File: config.mk
export PLATFORM = sky130hd
export DESIGN_NAME = colored_noise_generator
export DESIGN_NICKNAME = d
export VERILOG_FILES = /design/src/rtl/cng_pkg.sv /design/src/rtl/colored_noise_generator.sv /design/src/rtl/cng_datapath.sv
export SDC_FILE = /design/constraint.sdc
export NUM_CORES = 2
export LEC_CHECK = 0
export ABC_AREA = 0
export ABC_CLOCK_PERIOD_IN_PS = 28500
export BUFFER_PORTS_ARGS = -buffer_cell sky130_fd_sc_hd__buf_2
export CAP_MARGIN = 20
export CORE_MARGIN = 2
export CORE_UTILIZATION = 35
export DETAILED_ROUTE_END_ITERATION = 16
export GPL_ROUTABILITY_DRIVEN = 0
export PLACE_DENSITY_LB_ADDON = 0.1
export SYNTH_ARGS = -nofsm -noshare
export SYNTH_HDL_FRONTEND = slang
export SYNTH_SLANG_ARGS = --single-unit
export TNS_END_PERCENT = 20
File: constraint.sdc
create_clock -name clk -period 28.5 [get_ports clk]
set_input_delay 1.425 -clock clk [delete_from_list [all_inputs] [get_ports clk]]
set_output_delay 1.425 -clock clk [all_outputs]
set_load 0.01 [all_outputs]
File: src/rtl/cng_pkg.sv
// Shared types and constants for the colored noise generator.
// Holds the microcode word layout, the step program and the Q1.17 coefficient table.
// No dependencies.
package cng_pkg;

    localparam int COEF_W = 18;          // Q1.17 coefficients
    localparam int W_W    = 25;          // Q1.24 input sample
    localparam int Y_W    = 26;          // clamped Q2.24 value, +-1.0 inclusive

    localparam longint ONE_Q24  = 64'sd16777216;
    localparam longint HALF_Q17 = 64'sd65536;
    localparam longint PCM_BIAS = 64'sd16777215;   // rounds a negative product toward zero

    localparam logic [1:0] MODE_BROWN = 2'd0;
    localparam logic [1:0] MODE_WHITE = 2'd1;
    localparam logic [1:0] MODE_PINK  = 2'd2;

    // register index, taken from byte address bit 2
    localparam logic REG_ENABLE = 1'b0;
    localparam logic REG_MODE   = 1'b1;

    typedef logic [4:0] pc_t;

    localparam pc_t PC_DISPATCH = 5'd0;
    localparam pc_t PC_PINK     = 5'd1;
    localparam pc_t PC_BROWN    = 5'd19;
    localparam int  PROG_LEN    = 26;

    typedef enum logic [1:0] {
        ACC_HOLD,
        ACC_LOAD,
        ACC_ADD
    } acc_op_t;

    typedef enum logic [4:0] {
        C_POLE0, C_POLE1, C_POLE2, C_POLE3, C_POLE4, C_POLE5,
        C_ZERO0, C_ZERO1, C_ZERO2, C_ZERO3, C_ZERO4, C_ZERO5,
        C_DIRECT, C_LAST, C_GAIN, C_BPOLE, C_BIN, C_SIX, C_PCM
    } coef_t;

    typedef enum logic [2:0] {
        SRC_W,
        SRC_STAGE,
        SRC_SUM,
        SRC_LEVEL,
        SRC_Y
    } src_t;

    typedef enum logic [2:0] {
        WB_NONE,
        WB_STAGE_SUM,   // stage <= sat(rnd(acc)), and add it into the sum
        WB_STAGE,       // stage <= sat(rnd(acc))
        WB_LEVEL,       // level <= sat(clamp(rnd(acc)))
        WB_Y_RND,       // y <= clamp(rnd(acc))
        WB_Y_RAW,       // y <= clamp(acc)
        WB_PCM          // acc holds y*32767, result taken by the sequencer
    } wb_t;

    typedef enum logic [1:0] {
        SUM_HOLD,
        SUM_LOAD_LAST,  // sum <= stage 6 (previous value)
        SUM_ADD_RND     // sum += rnd(acc)
    } sum_op_t;

    typedef enum logic [1:0] {
        SEQ_NEXT,
        SEQ_DISPATCH,
        SEQ_END
    } seq_t;

    typedef struct packed {
        acc_op_t    acc_op;
        coef_t      coef;
        src_t       src;
        logic [2:0] ridx;
        wb_t        wb;
        logic [2:0] widx;
        sum_op_t    sum_op;
        seq_t       seq;
    } ctl_t;

    localparam ctl_t CTL_NOP = '{
        acc_op: ACC_HOLD, coef: C_POLE0, src: SRC_W, ridx: 3'd0,
        wb: WB_NONE, widx: 3'd0, sum_op: SUM_HOLD, seq: SEQ_NEXT
    };

    function automatic logic signed [COEF_W-1:0] coef_rom(input coef_t c);
        logic signed [COEF_W-1:0] v;
        case (c)
            C_POLE0:  v = 18'sd130923;
            C_POLE1:  v = 18'sd130196;
            C_POLE2:  v = 18'sd127009;
            C_POLE3:  v = 18'sd113574;
            C_POLE4:  v = 18'sd72090;
            C_POLE5:  v = -18'sd99824;
            C_ZERO0:  v = 18'sd7277;
            C_ZERO1:  v = 18'sd9840;
            C_ZERO2:  v = 18'sd20166;
            C_ZERO3:  v = 18'sd40696;
            C_ZERO4:  v = 18'sd69855;
            C_ZERO5:  v = -18'sd2215;
            C_DIRECT: v = 18'sd70281;
            C_LAST:   v = 18'sd15195;
            C_GAIN:   v = 18'sd14418;
            C_BPOLE:  v = 18'sd130679;
            C_BIN:    v = 18'sd6554;
            C_SIX:    v = 18'sd6;
            C_PCM:    v = 18'sd32767;
            default:  v = '0;
        endcase
        return v;
    endfunction

    function automatic ctl_t mk(input acc_op_t a, input coef_t c, input src_t s,
                                input logic [2:0] r, input wb_t w, input logic [2:0] wi,
                                input sum_op_t so, input seq_t q);
        ctl_t u;
        u.acc_op = a;
        u.coef   = c;
        u.src    = s;
        u.ridx   = r;
        u.wb     = w;
        u.widx   = wi;
        u.sum_op = so;
        u.seq    = q;
        return u;
    endfunction

    // Step program. A stage is written back while the next product loads into the accumulator.
    function automatic ctl_t ucode(input pc_t pc);
        ctl_t u;
        u = CTL_NOP;
        case (pc)
            PC_DISPATCH: u = mk(ACC_HOLD, C_POLE0, SRC_W, 3'd0, WB_NONE, 3'd0,
                                SUM_HOLD, SEQ_DISPATCH);
            // pink
            5'd1:  u = mk(ACC_LOAD, C_POLE0, SRC_STAGE, 3'd0, WB_NONE, 3'd0,
                          SUM_LOAD_LAST, SEQ_NEXT);
            5'd2:  u = mk(ACC_ADD, C_ZERO0, SRC_W, 3'd0, WB_NONE, 3'd0, SUM_HOLD, SEQ_NEXT);
            5'd3:  u = mk(ACC_LOAD, C_POLE1, SRC_STAGE, 3'd1, WB_STAGE_SUM, 3'd0,
                          SUM_HOLD, SEQ_NEXT);
            5'd4:  u = mk(ACC_ADD, C_ZERO1, SRC_W, 3'd0, WB_NONE, 3'd0, SUM_HOLD, SEQ_NEXT);
            5'd5:  u = mk(ACC_LOAD, C_POLE2, SRC_STAGE, 3'd2, WB_STAGE_SUM, 3'd1,
                          SUM_HOLD, SEQ_NEXT);
            5'd6:  u = mk(ACC_ADD, C_ZERO2, SRC_W, 3'd0, WB_NONE, 3'd0, SUM_HOLD, SEQ_NEXT);
            5'd7:  u = mk(ACC_LOAD, C_POLE3, SRC_STAGE, 3'd3, WB_STAGE_SUM, 3'd2,
                          SUM_HOLD, SEQ_NEXT);
            5'd8:  u = mk(ACC_ADD, C_ZERO3, SRC_W, 3'd0, WB_NONE, 3'd0, SUM_HOLD, SEQ_NEXT);
            5'd9:  u = mk(ACC_LOAD, C_POLE4, SRC_STAGE, 3'd4, WB_STAGE_SUM, 3'd3,
                          SUM_HOLD, SEQ_NEXT);
            5'd10: u = mk(ACC_ADD, C_ZERO4, SRC_W, 3'd0, WB_NONE, 3'd0, SUM_HOLD, SEQ_NEXT);
            5'd11: u = mk(ACC_LOAD, C_POLE5, SRC_STAGE, 3'd5, WB_STAGE_SUM, 3'd4,
                          SUM_HOLD, SEQ_NEXT);
            5'd12: u = mk(ACC_ADD, C_ZERO5, SRC_W, 3'd0, WB_NONE, 3'd0, SUM_HOLD, SEQ_NEXT);
            5'd13: u = mk(ACC_LOAD, C_DIRECT, SRC_W, 3'd0, WB_STAGE_SUM, 3'd5,
                          SUM_HOLD, SEQ_NEXT);
            5'd14: u = mk(ACC_LOAD, C_LAST, SRC_W, 3'd0, WB_NONE, 3'd0,
                          SUM_ADD_RND, SEQ_NEXT);
            5'd15: u = mk(ACC_LOAD, C_GAIN, SRC_SUM, 3'd0, WB_STAGE, 3'd6,
                          SUM_HOLD, SEQ_NEXT);
            5'd16: u = mk(ACC_HOLD, C_POLE0, SRC_W, 3'd0, WB_Y_RND, 3'd0, SUM_HOLD, SEQ_NEXT);
            5'd17: u = mk(ACC_LOAD, C_PCM, SRC_Y, 3'd0, WB_NONE, 3'd0, SUM_HOLD, SEQ_NEXT);
            5'd18: u = mk(ACC_HOLD, C_POLE0, SRC_W, 3'd0, WB_PCM, 3'd0, SUM_HOLD, SEQ_END);
            // brown
            5'd19: u = mk(ACC_LOAD, C_BPOLE, SRC_LEVEL, 3'd0, WB_NONE, 3'd0,
                          SUM_HOLD, SEQ_NEXT);
            5'd20: u = mk(ACC_ADD, C_BIN, SRC_W, 3'd0, WB_NONE, 3'd0, SUM_HOLD, SEQ_NEXT);
            5'd21: u = mk(ACC_HOLD, C_POLE0, SRC_W, 3'd0, WB_LEVEL, 3'd0, SUM_HOLD, SEQ_NEXT);
            5'd22: u = mk(ACC_LOAD, C_SIX, SRC_LEVEL, 3'd0, WB_NONE, 3'd0, SUM_HOLD, SEQ_NEXT);
            5'd23: u = mk(ACC_HOLD, C_POLE0, SRC_W, 3'd0, WB_Y_RAW, 3'd0, SUM_HOLD, SEQ_NEXT);
            5'd24: u = mk(ACC_LOAD, C_PCM, SRC_Y, 3'd0, WB_NONE, 3'd0, SUM_HOLD, SEQ_NEXT);
            5'd25: u = mk(ACC_HOLD, C_POLE0, SRC_W, 3'd0, WB_PCM, 3'd0, SUM_HOLD, SEQ_END);
            default: u = mk(ACC_HOLD, C_POLE0, SRC_W, 3'd0, WB_NONE, 3'd0, SUM_HOLD, SEQ_END);
        endcase
        return u;
    endfunction

endpackage

File: src/rtl/colored_noise_generator.sv
// Colored noise generator: white, pink (eight-term filter bank) or brown noise frames.
// An item is taken only when the sequencer is idle, so each word runs through the step
// program on the single multiplier before the next is taken; a blocked output holds it busy.
// Reset (rst_n low, async) zeroes filter state, enables output and selects pink mode.
// Depends on cng_pkg and cng_datapath.
module colored_noise_generator #(
    parameter int STATE_WIDTH = 32
) (
    input  logic               clk,
    input  logic               rst_n,
    input  logic               psel,
    input  logic               penable,
    input  logic               pwrite,
    input  logic [2:0]         paddr,
    input  logic [31:0]        pwdata,
    output logic [31:0]        prdata,
    output logic               pready,
    input  logic               in_valid,
    output logic               in_ready,
    input  logic [31:0]        random_word,
    input  logic               block_end,
    output logic               out_valid,
    input  logic               out_ready,
    output logic signed [15:0] left_sample,
    output logic signed [15:0] right_sample,
    output logic               block_end_out
);

    logic               en_reg, en_next;
    logic [1:0]         mode_reg, mode_next;
    logic               busy_reg, busy_next;
    cng_pkg::pc_t       pc_reg, pc_next;
    logic [15:0]        white_reg, white_next;
    logic               blk_reg, blk_next;
    logic               out_valid_reg, out_valid_next;
    logic signed [15:0] sample_reg, sample_next;
    logic               blk_out_reg, blk_out_next;

    cng_pkg::ctl_t      ucw;
    cng_pkg::ctl_t      dp_ctl;
    logic               accept;
    logic               cfg_wr;
    logic               out_free;
    logic               quick;
    logic               fin;
    logic               stall;
    logic signed [15:0] pcm;

    assign pready        = 1'b1;
    assign in_ready      = !busy_reg;
    assign accept        = in_valid && !busy_reg;
    assign cfg_wr        = psel && penable && pwrite;
    assign out_valid     = out_valid_reg;
    assign left_sample   = sample_reg;
    assign right_sample  = sample_reg;
    assign block_end_out = blk_out_reg;

    always_comb
    begin
        unique case (paddr[2])
            cng_pkg::REG_ENABLE: prdata = {31'b0, en_reg};
            cng_pkg::REG_MODE:   prdata = {30'b0, mode_reg};
        endcase
    end

    always_comb
    begin
        en_next   = en_reg;
        mode_next = mode_reg;
        if (cfg_wr)
        begin
            if (paddr[2] == cng_pkg::REG_ENABLE)
                en_next = pwdata[0];
            else
                mode_next = pwdata[1:0];
        end
    end

    // sequencer
    always_comb
    begin
        ucw      = cng_pkg::ucode(pc_reg);
        out_free = !out_valid_reg || out_ready;
        quick    = !en_reg || (mode_reg == cng_pkg::MODE_WHITE);
        fin      = busy_reg && (((ucw.seq == cng_pkg::SEQ_DISPATCH) && quick) ||
                                (ucw.seq == cng_pkg::SEQ_END));
        stall    = fin && !out_free;
        dp_ctl   = (busy_reg && !stall) ? ucw : cng_pkg::CTL_NOP;

        busy_next  = busy_reg;
        pc_next    = pc_reg;
        white_next = white_reg;
        blk_next   = blk_reg;
        if (accept)
        begin
            busy_next  = 1'b1;
            pc_next    = cng_pkg::PC_DISPATCH;
            white_next = random_word[15:0];
            blk_next   = block_end;
        end
        else if (busy_reg && !stall)
        begin
            unique case (ucw.seq)
                cng_pkg::SEQ_NEXT:
                begin
                    pc_next = pc_reg + 5'd1;
                end
                cng_pkg::SEQ_DISPATCH:
                begin
                    if (quick)
                        busy_next = 1'b0;
                    else if (mode_reg == cng_pkg::MODE_PINK)
                        pc_next = cng_pkg::PC_PINK;
                    else
                        pc_next = cng_pkg::PC_BROWN;   // brown and the spare code
                end
                cng_pkg::SEQ_END:
                begin
                    busy_next = 1'b0;
                end
                default:
                begin
                    busy_next = 1'b0;
                end
            endcase
        end

        out_valid_next = out_valid_reg;
        sample_next    = sample_reg;
        blk_out_next   = blk_out_reg;
        if (fin && !stall)
        begin
            out_valid_next = 1'b1;
            blk_out_next   = blk_reg;
            if (ucw.seq == cng_pkg::SEQ_END)
                sample_next = pcm;
            else if (!en_reg)
                sample_next = '0;
            else
                sample_next = {~white_reg[15], white_reg[14:0]};   // low half minus 0x8000
        end
        else if (out_ready)
        begin
            out_valid_next = 1'b0;
        end
    end

    always_ff @(posedge clk or negedge rst_n)
    begin
        if (!rst_n)
        begin
            en_reg        <= 1'b1;
            mode_reg      <= cng_pkg::MODE_PINK;
            busy_reg      <= 1'b0;
            pc_reg        <= cng_pkg::PC_DISPATCH;
            out_valid_reg <= 1'b0;
        end
        else
        begin
            en_reg        <= en_next;
            mode_reg      <= mode_next;
            busy_reg      <= busy_next;
            pc_reg        <= pc_next;
            out_valid_reg <= out_valid_next;
        end
    end

    always_ff @(posedge clk)
    begin
        white_reg   <= white_next;
        blk_reg     <= blk_next;
        sample_reg  <= sample_next;
        blk_out_reg <= blk_out_next;
    end

    cng_datapath #(
        .STATE_WIDTH (STATE_WIDTH)
    ) u_datapath (
        .clk         (clk),
        .rst_n       (rst_n),
        .load        (accept),
        .random_word (random_word),
        .ctl         (dp_ctl),
        .pcm         (pcm)
    );

    a_accept_starts: assert property (@(posedge clk) disable iff (!rst_n)
        in_valid && in_ready |=> busy_reg && pc_reg == cng_pkg::PC_DISPATCH)
        else $error("accepted word did not start at dispatch");

    a_pc_range: assert property (@(posedge clk) disable iff (!rst_n)
        busy_reg |-> int'(pc_reg) < cng_pkg::PROG_LEN)
        else $error("step counter outside program");

    a_stall_holds: assert property (@(posedge clk) disable iff (!rst_n)
        stall |=> busy_reg && $stable(pc_reg))
        else $error("sequencer moved while output was blocked");

    a_muted_zero: assert property (@(posedge clk) disable iff (!rst_n)
        busy_reg && pc_reg == cng_pkg::PC_DISPATCH && !en_reg && out_free
        |=> out_valid_reg && sample_reg == 16'sd0 && !busy_reg)
        else $error("muted word did not give a silent frame");

endmodule

File: src/rtl/cng_datapath.sv
// Filter datapath: one coefficient multiplier, accumulator, Q8.24 filter state.
// Driven one control word per cycle by the sequencer in colored_noise_generator.
// Depends on cng_pkg.
module cng_datapath #(
    parameter int STATE_WIDTH = 32
) (
    input  logic                  clk,
    input  logic                  rst_n,
    input  logic                  load,
    input  logic [31:0]           random_word,
    input  cng_pkg::ctl_t         ctl,
    output logic signed [15:0]    pcm
);

    localparam int SW     = STATE_WIDTH;
    localparam int OPD_W  = SW + 4;
    localparam int SUM_W  = SW + 4;
    localparam int PROD_W = cng_pkg::COEF_W + OPD_W;
    localparam int ACC_W  = PROD_W + 2;
    localparam int RND_W  = ACC_W - 17;
    localparam int Y_W    = cng_pkg::Y_W;

    localparam logic signed [ACC_W-1:0] A_HALF = ACC_W'(cng_pkg::HALF_Q17);
    localparam logic signed [ACC_W-1:0] A_BIAS = ACC_W'(cng_pkg::PCM_BIAS);
    localparam logic signed [ACC_W-1:0] A_ONE  = ACC_W'(cng_pkg::ONE_Q24);
    localparam logic signed [ACC_W-1:0] A_MONE = ACC_W'(-cng_pkg::ONE_Q24);
    localparam logic signed [RND_W-1:0] R_ONE  = RND_W'(cng_pkg::ONE_Q24);
    localparam logic signed [RND_W-1:0] R_MONE = RND_W'(-cng_pkg::ONE_Q24);
    localparam logic signed [RND_W-1:0] S_MAX  =
        RND_W'((64'sd1 <<< (STATE_WIDTH - 1)) - 64'sd1);
    localparam logic signed [RND_W-1:0] S_MIN  = RND_W'(-(64'sd1 <<< (STATE_WIDTH - 1)));

    logic signed [cng_pkg::W_W-1:0] w_reg, w_next;
    logic signed [ACC_W-1:0]        acc_reg, acc_next;
    logic signed [SUM_W-1:0]        sum_reg, sum_next;
    logic signed [Y_W-1:0]          y_reg, y_next;
    logic signed [SW-1:0]           level_reg, level_next;
    logic signed [SW-1:0]           stage_reg [7];
    logic signed [SW-1:0]           stage_next [7];

    logic signed [cng_pkg::COEF_W-1:0] coef_v;
    logic signed [OPD_W-1:0]           opnd;
    logic signed [PROD_W-1:0]          prod;
    logic signed [ACC_W-1:0]           acc_half;
    logic signed [ACC_W-1:0]           acc_clamp;
    logic signed [ACC_W-1:0]           pcm_adj;
    logic signed [RND_W-1:0]           rnd;
    logic signed [RND_W-1:0]           rnd_sat;
    logic signed [RND_W-1:0]           rnd_clamp;
    logic signed [RND_W-1:0]           lvl_sat;
    logic signed [SW-1:0]              stage_val;
    logic                              stage_wr;

    always_comb
    begin
        coef_v = cng_pkg::coef_rom(ctl.coef);
        case (ctl.src)
            cng_pkg::SRC_W:     opnd = OPD_W'(w_reg);
            cng_pkg::SRC_STAGE: opnd = OPD_W'(stage_reg[ctl.ridx]);
            cng_pkg::SRC_SUM:   opnd = sum_reg;
            cng_pkg::SRC_LEVEL: opnd = OPD_W'(level_reg);
            cng_pkg::SRC_Y:     opnd = OPD_W'(y_reg);
            default:            opnd = '0;
        endcase
        prod = coef_v * opnd;

        // round half up at bit 17, floor shift
        acc_half = acc_reg + A_HALF;
        rnd      = acc_half[ACC_W-1:17];

        if (rnd > S_MAX)
            rnd_sat = S_MAX;
        else if (rnd < S_MIN)
            rnd_sat = S_MIN;
        else
            rnd_sat = rnd;

        if (rnd > R_ONE)
            rnd_clamp = R_ONE;
        else if (rnd < R_MONE)
            rnd_clamp = R_MONE;
        else
            rnd_clamp = rnd;

        if (rnd_clamp > S_MAX)
            lvl_sat = S_MAX;
        else if (rnd_clamp < S_MIN)
            lvl_sat = S_MIN;
        else
            lvl_sat = rnd_clamp;

        if (acc_reg > A_ONE)
            acc_clamp = A_ONE;
        else if (acc_reg < A_MONE)
            acc_clamp = A_MONE;
        else
            acc_clamp = acc_reg;

        // truncate toward zero: bias negatives before the shift
        pcm_adj = acc_reg + (acc_reg[ACC_W-1] ? A_BIAS : '0);
        pcm     = pcm_adj[24 +: 16];
    end

    always_comb
    begin
        w_next = load ? $signed(random_word[31:7]) : w_reg;

        case (ctl.acc_op)
            cng_pkg::ACC_LOAD: acc_next = ACC_W'(prod);
            cng_pkg::ACC_ADD:  acc_next = acc_reg + ACC_W'(prod);
            default:           acc_next = acc_reg;
        endcase

        stage_val = rnd_sat[SW-1:0];
        stage_wr  = (ctl.wb == cng_pkg::WB_STAGE_SUM) || (ctl.wb == cng_pkg::WB_STAGE);
        for (int i = 0; i < 7; i++)
        begin
            stage_next[i] = (stage_wr && ctl.widx == 3'(i)) ? stage_val : stage_reg[i];
        end

        case (ctl.sum_op)
            cng_pkg::SUM_LOAD_LAST: sum_next = SUM_W'(stage_reg[6]);
            cng_pkg::SUM_ADD_RND:   sum_next = sum_reg + SUM_W'(rnd);
            default:                sum_next = sum_reg;
        endcase
        if (ctl.wb == cng_pkg::WB_STAGE_SUM)
            sum_next = sum_next + SUM_W'(stage_val);

        case (ctl.wb)
            cng_pkg::WB_Y_RND: y_next = rnd_clamp[Y_W-1:0];
            cng_pkg::WB_Y_RAW: y_next = acc_clamp[Y_W-1:0];
            default:           y_next = y_reg;
        endcase

        level_next = (ctl.wb == cng_pkg::WB_LEVEL) ? lvl_sat[SW-1:0] : level_reg;
    end

    always_ff @(posedge clk or negedge rst_n)
    begin
        if (!rst_n)
        begin
            level_reg <= '0;
            for (int i = 0; i < 7; i++)
            begin
                stage_reg[i] <= '0;
            end
        end
        else
        begin
            level_reg <= level_next;
            for (int i = 0; i < 7; i++)
            begin
                stage_reg[i] <= stage_next[i];
            end
        end
    end

    always_ff @(posedge clk)
    begin
        w_reg   <= w_next;
        acc_reg <= acc_next;
        sum_reg <= sum_next;
        y_reg   <= y_next;
    end

endmodule
==> summary.txt <==
Drt
  • DR vias: 42500
  • Average routed wire per standard cell: 22.9 um
  • Vias per std cell: 5.37
  • DR iter-0 viols: 3532
  • Drt pass-1 iters: 6
  • Remaining antenna violation count: 0
  • DRC Markers: 0
  • Routed wire length: 181 mm

Synthesis
  • Yosys reg bits: 434
  • Syn Inst Count: 6046
  • Mapped Avg Cell Area: 8.53 um^2
  • Number of synthesized flops with an enable pin: 132
  • Commonest cells in the netlist: nand2_1 (1000), inv_1 (818), fa_1 (620)
  • Yosys top cell by area: fa_1
  • Sequential fraction of the synthesis area: 22.0%
  • Most common cell in the netlist: nand2_1
  • Synth cell types: 103
  • Synth top area cells: fa_1 (24%), dfrtp_1 (13%), edfxtp_1 (7.7%), nand2_1 (7.3%), ha_1 (7.3%)
  • Synth Cell Area: 51600 um^2
  • Main synth FF type: dfrtp_1
  • Ys async rst share: 61.3%
  • Post-synth top area share: 24.1%
  • Syn. warnings: 0

Min path
  • Hold depth: 0
  • Hold path endpoint: block_end_out$_DFFE_PP_
  • HP Start: blk_reg$_DFFE_PP_
  • Hold Crit Class: flip-flop to flip-flop

Clock network
  • Root buffer selected by CTS: clkbuf_16
  • Clock sink total: 434
  • Worst-Skew Late Latency: 0.65 ns
  • Total clock buffers created by CTS: 51
  • Post-CTS sizing: 0
  • Clock H-tree levels: 2
  • CTS tree: yes
  • Post-CTS setup buffers: 0
  • Clock transition at path regs: 0.07 ns
  • Maximum clock path buffer count: 3
  • Hold buffer count at CTS: 0

STA
  • Worst Tran Pin Value: 1.25 ns
  • Slew headroom: 16.5%
  • Endpoints failing setup: 0
  • Hold Vio Cnt, Final: 0
  • Fin crit period: 15.18 ns
  • Setup TNS: 0 ns
  • Clk_skew: 0.0338 ns
  • FMAX: 65.9 MHz
  • RSZ-0062 raised after global routing: no
  • Fin. max-slew vios: 0
  • Tcrit/Tclk final: 53.2%

GRT
  • Vias in the first global route: 42100
  • Aggregate global-route resource usage: 24.1%
  • Met3 Use GR: 3.06%
  • Largest net degree at the start of global routing: 101
  • GR Layer Usage met1: 35.9%
  • Initial antenna violation count: 9
  • Total grt overflow: 0
  • Busiest grt layer: met2
  • First-pass GRT wire length: 276 mm
  • Met2 Track Usage GR: 37.0%

Worst setup path
  • Startpoint Class: flip-flop
  • CP Buf/Inv Count: 7
  • Crit path DAT: 15.56 ns
  • Crit Path Max Fanout: 29
  • Critical path's top delay family: compound AO/OA/AOI/OAI gates
  • R2R Setup Slk: 13.32 ns
  • Worst path slowest cell: o22ai_1
  • Reg-to-reg endpoint: u_datapath.acc_reg[52]$_DFFE_PP_
  • Crit. End Element: flip-flop
  • Worst r2r src: pc_reg[0]$_DFFE_PN0P_
  • Worst reg2reg path depth: 46
  • Most frequent CP cell: fa_1
  • CP max stage delay: 0.96 ns
  • Crit Path Class: flip-flop to flip-flop
  • CP Data Required Time: 28.89 ns

Cells and area
  • Register area: 11300 um^2
  • Fillers: 15100
  • Multi-input logic area: 35800 um^2
  • Proportion of layout cells with a drive suffix above 1: 7.72%
  • Number of flip-flops in the largest register: 224
  • Area delta synth->final: 8.02%
  • Nets@finish: 6953

Place
  • DP HPWL: 134 mm
  • Port buffer count: 79

Die
  • Starting density of the core: 35.3%
  • Die width: 388 um
  • Die ar.: 150000 um^2
  • Die height: 388 um
  • Standard-cell rows: 140
  • I/O pins: 143
  • Core ar.: 146000 um^2

Status
  • Status: completed

Job
  • Max-Cap Viols: 0
kinds of logic after synthesis:
group,count (synthesis),synth area share (%)
mux,70,1.50
simple gates,1966,17.0
other cells,2,0.0146
xor+xnor,208,3.58
fa+ha+maj,919,31.3
buf+inv,1184,9.30
flops,434,22.0
compound gates,1263,15.3
layer usage:
metal,wire length (um),vias up
li1,-,19600
met1,86200,21500
met2,80000,1215
met3,10500,190
met4,4340,2
met5,10,-
worst register-to-register path, delay by kind of cell, from the launching register on:
| kind | cells | cell delay (ns) |
|---|---|---|
| flops | 1 | 0.63 |
| mux | 1 | 0.26 |
| fa+ha+maj | 10 | 4.55 |
| simple gates | 10 | 1.85 |
| buf+inv | 7 | 1.89 |
| xor+xnor | 1 | 0.16 |
| compound gates | 17 | 5.59 |
area by class of cell:
cell class	count	share of cell area [%]
Inverter	821	5.53
Clock inverter	29	0.600
Clock buffer	66	2.55
Tap cell	1917	4.31
Sequential cell	434	20.4
Multi-Input combinational cell	4457	64.4
Antenna cell	2	0.00899
Timing Repair Buffer	194	2.27
per-stage QoR:
step                      std cells  setup slack, ns  hold WS [ns]  util [%]  area (um^2)
after CTS                      7917            13.55         0.424      38.2        55700
after global placement         7822            13.63         0.405      37.0        53900
after floorplan                6075            16.37         0.400         -        51700
after detailed placement       7822            13.60         0.421      37.0        53900
after global routing           7918            12.52         0.426      38.2        55700
final                          7920            13.32         0.421      38.2        55700
placed cells by master (no fill, tap or decap), drive strengths merged, types with 57 or more instances in the layout:
cell,instances
fa,620
a21o,94
ha,299
clkbuf,66
xnor2,124
edfxtp,132
and2,138
dfrtp,264
buf,194
mux2,57
nand3,145
a21oi,503
nand2,1000
nor2,396
inv,819
xor2,84
o21ai,289
worst max path at each step:
stage | from | to | slack [ns] | depth (start not counted)
after detailed placement | pc_reg[0]$_DFFE_PN0P_ | u_datapath.acc_reg[52]$_DFFE_PP_ | 13.60 | 46
after global placement | pc_reg[0]$_DFFE_PN0P_ | u_datapath.acc_reg[52]$_DFFE_PP_ | 13.63 | 46
after floorplan | pc_reg[0]$_DFFE_PN0P_ | u_datapath.acc_reg[52]$_DFFE_PP_ | 16.37 | 51
after CTS | pc_reg[0]$_DFFE_PN0P_ | u_datapath.acc_reg[52]$_DFFE_PP_ | 13.55 | 46
after global routing | pc_reg[0]$_DFFE_PN0P_ | u_datapath.acc_reg[52]$_DFFE_PP_ | 12.52 | 46
final | pc_reg[0]$_DFFE_PN0P_ | u_datapath.acc_reg[52]$_DFFE_PP_ | 13.32 | 46
Power is left out: the tool's default activity adds up to more than one toggle a clock period on the data nets, which glitch-free logic cannot reach.
